## src/rtl/rss_pkg.sv

```systemverilog
// shared types and constants for the random subset selector
`timescale 1ns / 1ps
`default_nettype none

package rss_pkg;

    localparam int MAX_ITEMS_DEF = 1024;
    localparam int RAND_BITS_DEF = 16;

    localparam int RAND_W       = 16;
    localparam int INDEX_W      = 10;
    localparam int IN_TDATA_W   = 16;
    localparam int OUT_TDATA_W  = 16;
    localparam int CFG_ADDR_W   = 2;
    localparam int CFG_DATA_W   = 11;

    localparam logic [CFG_ADDR_W-1:0] REG_NUM_ITEMS    = 2'd0;
    localparam logic [CFG_ADDR_W-1:0] REG_NUM_SELECTED = 2'd1;

    localparam logic [CFG_DATA_W-1:0] NUM_ITEMS_RST    = 11'd1024;
    localparam logic [CFG_DATA_W-1:0] NUM_SELECTED_RST = 11'd1;

    typedef enum logic [3:0] {
        ST_CLEAR,
        ST_IDLE,
        ST_PREP,
        ST_SIZE,
        ST_DIV,
        ST_RD_SEL,
        ST_RD_LAST,
        ST_WR_SEL,
        ST_WR_LAST,
        ST_OUT
    } rss_state_t;

    typedef struct packed {
        logic in_ready;
        logic prep;
        logic size_load;
        logic div_step;
        logic rd_sel;
        logic rd_last;
        logic wr_sel;
        logic wr_last;
        logic out_load;
        logic clear_wr;
    } rss_cmd_t;

    typedef struct packed {
        logic pool_reset;
        logic clear_last;
        logic div_done;
        logic out_free;
    } rss_sts_t;

endpackage

`default_nettype wire

```

## src/rtl/rss_ctrl.sv

```systemverilog
// control state machine for the random subset selector
`timescale 1ns / 1ps
`default_nettype none

module rss_ctrl (
    input  wire logic              aclk,
    input  wire logic              aresetn,
    input  wire logic              s_tvalid,
    input  wire rss_pkg::rss_sts_t sts,
    output rss_pkg::rss_cmd_t      cmd
);
    import rss_pkg::*;

    rss_state_t state_reg;
    rss_state_t state_next;

    always_ff @(posedge aclk) begin
        if (!aresetn) begin
            state_reg <= ST_CLEAR;
        end else begin
            state_reg <= state_next;
        end
    end

    always_comb begin
        state_next = state_reg;
        if (sts.pool_reset) begin
            state_next = ST_CLEAR;
        end else begin
            unique case (state_reg)
                ST_CLEAR: begin
                    if (sts.clear_last) state_next = ST_IDLE;
                end
                ST_IDLE: begin
                    if (s_tvalid) state_next = ST_PREP;
                end
                ST_PREP:    state_next = ST_SIZE;
                ST_SIZE:    state_next = ST_DIV;
                ST_DIV: begin
                    if (sts.div_done) state_next = ST_RD_SEL;
                end
                ST_RD_SEL:  state_next = ST_RD_LAST;
                ST_RD_LAST: state_next = ST_WR_SEL;
                ST_WR_SEL:  state_next = ST_WR_LAST;
                ST_WR_LAST: state_next = ST_OUT;
                ST_OUT: begin
                    if (sts.out_free) state_next = ST_IDLE;
                end
                default:    state_next = ST_CLEAR;
            endcase
        end
    end

    always_comb begin
        cmd = '0;
        unique case (state_reg)
            ST_CLEAR:   cmd.clear_wr  = 1'b1;
            ST_IDLE:    cmd.in_ready  = 1'b1;
            ST_PREP:    cmd.prep      = 1'b1;
            ST_SIZE:    cmd.size_load = 1'b1;
            ST_DIV:     cmd.div_step  = 1'b1;
            ST_RD_SEL:  cmd.rd_sel    = 1'b1;
            ST_RD_LAST: cmd.rd_last   = 1'b1;
            ST_WR_SEL:  cmd.wr_sel    = 1'b1;
            ST_WR_LAST: cmd.wr_last   = 1'b1;
            ST_OUT:     cmd.out_load  = sts.out_free;
            default:    cmd = '0;
        endcase
    end

    // pool memory sees at most one operation per cycle
    assert property (@(posedge aclk) disable iff (!aresetn)
        $onehot0({cmd.clear_wr, cmd.rd_sel, cmd.rd_last, cmd.wr_sel, cmd.wr_last}))
        else $error("overlapping pool memory commands");

    // a swap runs through to its second write unless a num_items write resets the pool
    assert property (@(posedge aclk) disable iff (!aresetn)
        cmd.wr_sel && !sts.pool_reset |=> cmd.wr_last)
        else $error("swap left half done");

endmodule

`default_nettype wire

```

## config.mk

```make
export PLATFORM = sky130hd
export DESIGN_NAME = rss_ctrl
export DESIGN_NICKNAME = d
export VERILOG_FILES = /design/src/rtl/rss_pkg.sv /design/src/rtl/rss_ctrl.sv
export SDC_FILE = /design/constraint.sdc
export NUM_CORES = 1
export LEC_CHECK = 0
export BUFFER_PORTS_ARGS = -buffer_cell sky130_fd_sc_hd__buf_4
export CORE_AREA = 4 4 41 43
export DETAILED_ROUTE_END_ITERATION = 12
export DIE_AREA = 0 0 45 47
export PLACE_DENSITY = 0.57
export SLEW_MARGIN = 0
export SYNTH_ARGS = -nofsm -noshare
export SYNTH_HDL_FRONTEND = slang
export SYNTH_SLANG_ARGS = --single-unit
```

## constraint.sdc

```tcl
create_clock -name aclk -period 1.1 [get_ports aclk]
set_input_delay 0.165 -clock aclk [delete_from_list [all_inputs] [get_ports aclk]]
set_output_delay 0.165 -clock aclk [all_outputs]
set_load 0.02 [all_outputs]
```

Word-level counts from Yosys, hierarchy flattened

Index checks and enable logic that the tools add are counted.

Latch bits: 0
Output and inout port bits: 10
Input bits: 7
Word-level logic and storage cells: 33
Bits in read-only memories: 0
Memory bits (writable): 0
Register bits after elaboration: 4
Memories: 0

Magnitude comparators: 0
Add/subtract/negate cells: 0
Multiplexer cells: 15
Eq/ne operators: 13
Shift operators: 0
$mul: 0
Bitwise operators: 1
Reduce and logical (&&, ||, !) cells: 3
Divide/modulo/power cells: 0

Operators with widths:

| operator                                                         | count |
|---|---|
| 4-bit one-hot mux with 10 select lines                           | 1 |
| 4-bit by 3-bit == test with 1-bit output (second input constant) | 4 |
| 4-bit 2-to-1 mux                                                 | 4 |
| 1-bit 2-to-1 mux                                                 | 10 |
| 4-bit by 2-bit == test with 1-bit output (second input constant) | 2 |
| 4-bit == test (second input constant)                            | 2 |
| 2-bit != test (second input constant)                            | 4 |
| 4-bit by 1-bit == test with 1-bit output (second input constant) | 1 |
| 4-bit logical NOT                                                | 1 |
| 4-bit AND reduction                                              | 1 |
| 2-bit OR reduction                                               | 1 |
| 1-bit NOT                                                        | 1 |

Longest topological paths before layout

Gate-level depths: netlist of run 1.

Word-level depth: 3
Depth in mapped cells: 4
Depth with buffers taken out: 3

Least setup slack after synthesis of run 1

OpenSTA, ideal clock, no wires.

Path type: reg2out
From: register state_reg[3]
To: output port cmd[0] in the netlist's numbering
Path buffers: 1
Data required time: 0.935 ns
Cell stages (with the launch flop): 3
Path slack: -0.232 ns
Arrival time: 1.167 ns
Cells stage by stage: dfxtp_1 buf_4 nor4_1

RTL lines:

| element                | line           | source |
|---|---|---|
| start, declared        | rss_ctrl.sv:14 | `rss_state_t state_reg;` |
| start signal, assigned | rss_ctrl.sv:21 | `state_reg <= state_next;` |
| end, declared          | rss_ctrl.sv:10 | `output rss_pkg::rss_cmd_t cmd` |

==> run metrics, run 1 <==
root buffer cell=clkbuf_4; flop2flop setup slack=-0.09 ns; Compound-Gate Fraction of Synth Area=0.115; Finished Cell Area=762 um2; Crit path buffers/inverters=1; min-delay worst type=in2reg; Setup TNS=-2.08 ns; Worst-Skew Late Latency=0.23 ns; #FFs+latches synth=4; HP Start=sts[3]; initial core utilization=0.259; CP max stage cell=dfxtp_4; Post-DP HPWL=714 um; total power=442 uW; fin nets=76; Worst path top cell family by delay=simple AND/OR/NAND/NOR gates; unique cell type count in the Yosys netlist=23; ys flop type=dfxtp_1; Die Y=47 um; Worst Path Max Fanout=3; placed cells=74; Area Overhead vs Synth=126%; initial drt markers=3; synthesized cell area=337 um2; CP Data Arrival Time=1.21 ns; top-count cell post-synth=nor2_1; fin crit share=1.25; Worst-path clk slew=0.04 ns; Post-Layout Cell Count=82; Max Clock Freq=726 MHz; CTS Buf Count=3; Ys Warns=0; largest family of logic cells by synthesized area=simple AND/OR/NAND/NOR gates; initial antenna violation count=0; max FFs per register=4; post-DR wirelength/cell=13.0 um; maxcap violations=0; multiplexer share of the synthesized area=0.0297; Core ar.=1300 um2; # setup viols final=12; Clock Sinks=4; global-route wire length before repair=1770 um; area share of fa/ha/maj cells after synthesis=0; Detail Route Antenna Nets=0; failing checks=negative setup slack; CTS Buffer Depth=2; cell breakdown of the critical path=nor4bb_4 > and2_4 > buf_6; Critical R2R Launch=state_reg[3]; hold endpoint=state_reg[3]; GPL Wtd Cong=0.708; Tmin final=1.38 ns; Req. time, crit path=0.94 ns; die area=2120 um2; status=finished with violations; R2R Path End=state_reg[0]; # diodes=0; placed cell area=544 um2; largest net degree at the start of global routing=6; GRT Util Overall=0.119; final worst slack=-0.278 ns; Post-synth EDFFs=0; final WL=1060 um; Setup crit end kind=primary output; WS Path Type=reg2out; drt first pass iters=2; CP Launch Type=flip-flop; Post-Syn Nets=46; Worst-Margin Slew=0.259 ns; share of flip-flops with an asynchronous set or reset=0; Ports=17; row cnt=13; Vias/cell=4.78; share of cells above drive strength 1=0.806; leakage power=0.000309 uW; syn avg cell area=8.63 um2; CTS tree=done; skew final=0.00487 ns; final hold violations=0; XOR/XNOR Fraction of Synth Area=0.0520; register area share after synthesis=0.238; DRC=0; Die Width=45 um; post-synthesis cell count=39; simple-gate area share of the yosys netlist=0.420; largest area contributor in the netlist=dfxtp_1; vias=392; number of max-slew violations in the final report=0; RSZ-0062 raised after global routing=true; reg2reg path depth=4; final core occ=0.586; Slew HR=0.827; htree depth=1; Port Buf Inserts=16; total grt overflow=0; Synth top area share=0.238; critical path's largest stage delay=0.36 ns; Peak VDD IR=0.472 mV; vias in the first global route=409; power per cell area=579 nW/um2; top cells by area, synth=dfxtp_1 (24%), buf_6 (10%), nor3_1 (5.9%); top cells by count, synth=nor2_1 (5), dfxtp_1 (4), nor3_1 (4), buf_6 (3), nand2_1 (3); worst hold path stage count=3
==> layout make-up <==
type / instances / area, um2
Clock buffer: 3 / 22.5
Fill cell: 108 / 539
Inverter: 2 / 7.51
Multi-Input combinational cell: 29 / 328
Sequential cell: 4 / 95.1
Tap cell: 15 / 18.8
Timing Repair Buffer: 29 / 290
==> placed cells by master (no fill, tap or decap) <==
cell type   n
a2111oi_2   1
a221oi_2    1
and2_4      1
and2b_1     1
buf_12      1
buf_4      13
buf_6      14
buf_8       1
clkbuf_4    3
dfxtp_4     4
inv_1       2
mux2i_1     1
nand2_1     2
nand2_2     1
nand2b_4    3
nor2_1      2
nor2_4      3
nor3_1      1
nor3_2      1
nor3_4      3
nor4_4      1
nor4b_4     1
nor4bb_4    1
o21ai_0     1
o311a_1     1
or2_4       1
xnor2_1     1
xor2_1      1
==> through the flow <==
| step | hold slack (ns) | setup WS, ns |
|---|---|---|
| finish | 0.198 | -0.278 |
| global route | 0.197 | -0.349 |
| CTS | 0.190 | -0.263 |
| detailed placement | 0.440 | -0.106 |
| global placement | 0.435 | -0.0862 |
| floorplan | 0.311 | -0.0330 |
==> what timing repair did <==
action                                 4_1_cts  5_1_grt
pin swaps                                    5        8
setup endpoints to repair                   13       13
gates resized for setup                     16       22
hold buffers                                 0        0
endpoints found under the hold margin        0        0
setup buffers                                2        3
==> kinds of logic (layout without fill, tap and decap cells) <==
group,Yosys count,after routing
and+or+nand+nor,22,22
xor gates and xnor gates,2,2
muxes,1,1
DFF,4,4
buffers and inverters,6,34
AOI/OAI and AO/OA,4,4
==> worst min-delay path, cell delays in order <==
cell and delay (ns):
buf_4 0.08, inv_1 0.04, o311a_1 0.10
==> worst max-delay path by stage <==
stage	cells past startpoint	endpoint	startpoint	slack, ns
after floorplan	2	cmd[0]	state_reg[3]	-0.03
after global placement	3	cmd[1]	state_reg[3]	-0.09
after detailed placement	3	cmd[1]	state_reg[3]	-0.11
after CTS	3	cmd[1]	state_reg[0]	-0.26
after global routing	3	cmd[1]	state_reg[3]	-0.35
final	3	cmd[1]	state_reg[1]	-0.28
==> routing by layer <==
metal / vias up / part of all wire / track usage / routed length (um)
met2: 16 / 0.58 / 0.212 / 616
met1: 179 / 0.35 / 0.128 / 376
met4: 0 / 0 / 0.0526 / 0
li1: 197 / - / - / -
met3: 0 / 0.066 / 0.0383 / 70
met5: - / 0 / 0 / 0
==> report_power, final <==
group	switching [uW]	total, uW	internal, uW
sequential	5.22	147	142
clock	52.7	174	121
combinational	52.7	120	67.7
total	111	442	331
Note: power is estimated with default switching activity, not from simulation.
==> run 2, diff against run 1 <==
--- a/constraint.sdc
+++ b/constraint.sdc
@@ -3,2 +3,2 @@
 set_output_delay 0.165 -clock aclk [all_outputs]
-set_load 0.02 [all_outputs]
+set_load 0.01 [all_outputs]
==> run 2 against run 1 <==
Routed wire length shrank 0.85%. Final cell count rose by 3.7%. Via count is 4.3% lower. Combinational power decreased by 10%. Total power up 2.3%. The run still ends with negative setup slack left. Core utilization decreased by 3.2 points. Flip-flop and latch count did not move. Critical path depth unchanged.
==> run metrics, run 2 (same netlist as run 1, synthesis figures left out) <==
global route hottest layer=met2; Worst-Skew Late Latency=0.24 ns; Detail Route Antenna Nets=0; vias in the first global route=380; # setup viols final=12; Port Buf Inserts=16; # diodes=0; Crit path buffers/inverters=1; GPL Wtd Cong=0.808; R2R Path End=state_reg[0]; initial core utilization=0.259; Ports=17; fin crit share=1.23; Worst-path clk slew=0.04 ns; Max Clock Freq=740 MHz; CP Data Arrival Time=1.19 ns; cell breakdown of the critical path=nor4bb_4 > and2_1 > buf_4; critical path's largest stage delay=0.38 ns; leakage power=0.000327 uW; post-DR wirelength/cell=12.4 um; Die Y=47 um; CP max stage cell=dfxtp_4; maxcap violations=0; Worst Path Max Fanout=6; Peak VDD IR=0.459 mV; RSZ-0062 raised after global routing=true; Core ar.=1300 um2; failing checks=negative setup slack; WS Path Type=reg2out; min-delay worst type=in2reg; Die Width=45 um; root buffer cell=clkbuf_4; met1 Usage GRT=0.137; total grt overflow=0; initial antenna violation count=0; Tmin final=1.35 ns; final WL=1050 um; row cnt=13; Area Overhead vs Synth=114%; most common cell after layout, fill and taps aside=buf_4; Worst-Margin Slew=0.251 ns; hold_ws=0.165 ns; flop2flop setup slack=-0.10 ns; GRT Util Overall=0.116; Worst Setup EP=cmd[1]; CTS hold repair buffers=0; vias=375; Worst path top cell family by delay=simple AND/OR/NAND/NOR gates; final worst slack=-0.252 ns; GR Layer Usage met3=0.0766; final hold violations=0; CTS tree=done; Slew HR=0.832; skew final=0.000373 ns; Vias/cell=4.41; global-route wire length before repair=1700 um; number of max-slew violations in the final report=0; Req. time, crit path=0.94 ns; largest net degree at the start of global routing=7; max FFs per register=4; fin nets=79; Post-DP HPWL=658 um; DRC=0; final core occ=0.554; pre-CTS setup slack=-0.0711 ns; crit path from=state_reg[0]; status=finished with violations; reg2reg path depth=4; cell count along the critical path=3; most frequent cells in the layout=buf_4 (25), buf_6 (6), dfxtp_4 (4); CP Launch Type=flip-flop; met2 Track Usage GR=0.169; power per cell area=627 nW/um2; total power=452 uW; CTS Buffer Depth=2; die area=2120 um2; Clock Sinks=4; htree depth=1; Setup crit end kind=primary output; Critical R2R Launch=state_reg[3]; Fill cells=117; Setup TNS=-1.90 ns; drt first pass iters=2; share of cells above drive strength 1=0.771; initial drt markers=3; CTS Buf Count=3
==> run 2: cell count changes in the layout (fill, tap and decap cells not counted), moves of 2 or more <==
cell / delta
buf_6: -8
nor3_2: +2
nor2_4: -2
nor3_4: -2
buf_4: +12
==> run 2: timing repair <==
action	CTS	global route
setup buffers	1	4
endpoints found under the hold margin	0	0
gates resized for setup	15	16
endpoints found under the setup margin	13	13
pin swaps	2	7
==> run 2: tightest hold or removal path, cell delays in order <==
cell and delay [ns]:
buf_4 0.08, inv_1 0.04, o311a_1 0.09
==> run 2: final cells by class <==
type	count	area, um2	share of cell area
clock buffer	3	22.5	0.0313
inverter	2	7.51	0.0104
sequential	4	95.1	0.132
multi-input combinational	29	302	0.418
timing repair buffer	32	275	0.382
tap	15	18.8	0.0260
==> run 2: per-layer routing <==
metal / part of all wire / vias up
met1: 0.42 / 161
met2: 0.49 / 15
met5: 0 / -
met3: 0.088 / 2
li1: - / 197
met4: 0.0057 / 0
==> run 2: power breakdown <==
part | internal, uW | switching, uW | leakage [uW]
logic | 63.3 | 44.3 | 0.000278
clock network | 123 | 72.8 | 0.0000138
registers | 142 | 7.03 | 0.0000355
==> run 2: how the worst min path moves through the flow <==
stage / depth (start not counted) / end / from
after floorplan: 1 / state_reg[3] / aresetn
after global placement: 3 / state_reg[3] / sts[3]
after detailed placement: 3 / state_reg[3] / sts[3]
after CTS: 3 / state_reg[3] / sts[3]
after global routing: 3 / state_reg[3] / sts[3]
final: 3 / state_reg[3] / sts[3]
==> run 2: stage by stage <==
| step | area [um2] | std cells |
|---|---|---|
| finish | 721 | 85 |
| global route | 721 | 85 |
| CTS | 621 | 81 |
| detailed placement | 538 | 77 |
| global placement | 538 | 77 |
| floorplan | 345 | 39 |
==> run 3, diff against run 2 <==
Settings changed: PLACE_DENSITY 0.57 to 0.55.
Clock period 1.1 ns to 1.7 ns, I/O delays scaled along.
==> run 3 against run 2 <==
The flow now finishes without violations. Final cell count fell by 18%. Total power fell by 42%. Worst setup slack improved by 0.37 ns. Sequential power fell by 33%. Design area fell by 36%. Critical path depth did not move. Register-to-register slack improved by 0.51 ns. Critical path type unchanged.
==> run metrics, run 3 (same netlist as run 1, synthesis figures left out) <==
most common cell after layout, fill and taps aside=buf_4; row cnt=13; placed cell area=442 um2; Area Overhead vs Synth=37.9%; total grt overflow=0; Die Y=47 um; cell breakdown of the critical path=nor4bb_2 > and2_1 > buf_4; post-CTS setup buffer count=0; max FFs per register=4; Crit path buffers/inverters=1; critical path's largest stage delay=0.53 ns; CP max stage cell=dfxtp_1; GRT Util Overall=0.0885; Worst Setup EP=cmd[1]; register area=80.1 um2; CTS hold repair buffers=0; Max Clock Freq=631 MHz; min-delay worst type=in2reg; highest metal used=met3; total power=260 uW; hold_ws=0.275 ns; Slew HR=0.691; reg2reg path depth=3; WL met3=82 um; # diodes=0; Vias/cell=4.46; multi-input logic area=208 um2; share of cells above drive strength 1=0.473; Clock Sinks=4; initial core utilization=0.259; fin nets=64; maxcap violations=0; CTS Buf Count=3; root buffer cell=clkbuf_4; fin crit share=0.932; final WL=771 um; Worst Path Max Fanout=11; R2R Path End=state_reg[1]; Die Width=45 um; Worst-Margin Slew=0.462 ns; number of max-slew violations in the final report=0; CTS Buffer Depth=2; post-cts repair resize count=0; Worst path top cell family by delay=flip-flops; Worst-path clk slew=0.04 ns; Setup TNS=0 ns; WS Path Type=reg2out; Core ar.=1300 um2; Port Buf Inserts=16; Worst-Skew Late Latency=0.23 ns; Ports=17; initial antenna violation count=0; Detail Route Antenna Nets=0; skew final=0.00190 ns; final core occ=0.357; RSZ-0062 raised after global routing=false; power per cell area=560 nW/um2; Post-DP HPWL=569 um; initial drt markers=2; GPL Wtd Cong=0.652; global-route wire length before repair=1320 um; crit path from=state_reg[3]; met1 WL=397 um; DRC=0; Peak VDD IR=0.352 mV; die area=2120 um2; # setup viols final=0; final hold violations=0; CP Data Arrival Time=1.33 ns; vias in the first global route=303; Req. time, crit path=1.44 ns; Tmin final=1.58 ns; flop2flop setup slack=0.41 ns; drt first pass iters=2; largest net degree at the start of global routing=12; CP Launch Type=flip-flop; status=completed; leakage power=0.000211 uW; cell count along the critical path=3; Setup crit end kind=primary output; Critical R2R Launch=state_reg[2]; Fill cells=150; Finished Cell Area=464 um2; htree depth=1; met2 WL post-DR=291 um; post-DR wirelength/cell=11.0 um; vias=312; most frequent cells in the layout=buf_4 (17), nor2_1 (5), nor3_1 (4), dfxtp_1 (4); CTS tree=done
-- run 3: cell types whose count changed in the layout (fill, tap and decap cells not counted), sizes merged --
cell / change
buf: -15
-- run 3: metal layers --
layer / GRT usage / vias up
met5: 0 / -
met4: 0.0175 / 0
met3: 0.0613 / 0
met2: 0.113 / 17
met1: 0.120 / 130
li1: - / 165
-- run 3: power breakdown --
part / internal, uW / switching (uW)
Sequential: 96.4 / 3.68
Clock: 79.0 / 39.8
Combinational: 23.2 / 17.8
Total: 199 / 61.3
-- run 3: final cells by class --
type / count / share of cell area
flip-flops and latches: 4 / 0.173
repair buffers: 17 / 0.275
inverters: 2 / 0.0162
clock buffers: 3 / 0.0485
multi-input cells: 29 / 0.447
well taps: 15 / 0.0404
-- run 3: worst register-to-register path, delay by kind of cell (launching register included) --
| family | cells | cell delay, ns |
|---|---|---|
| flops | 1 | 0.57 |
| compound gates | 1 | 0.35 |
| simple gates | 2 | 0.27 |
-- run 3: how the worst min path moves through the flow --
stage / from / to / slack (ns) / cells past startpoint
after detailed placement: aresetn / state_reg[3] / 0.52 / 2
after global routing: aresetn / state_reg[3] / 0.28 / 2
after floorplan: aresetn / state_reg[3] / 0.40 / 1
final: sts[3] / state_reg[3] / 0.27 / 3
after global placement: aresetn / state_reg[3] / 0.52 / 2
after CTS: sts[3] / state_reg[3] / 0.27 / 3
-- run 3: metrics by stage --
| step | cells | setup slack [ns] |
|---|---|---|
| final | 70 | 0.115 |
| after global routing | 70 | 0.0337 |
| after CTS | 70 | 0.110 |
| after detailed placement | 67 | 0.380 |
| after global placement | 67 | 0.375 |
| after floorplan | 39 | 0.549 |
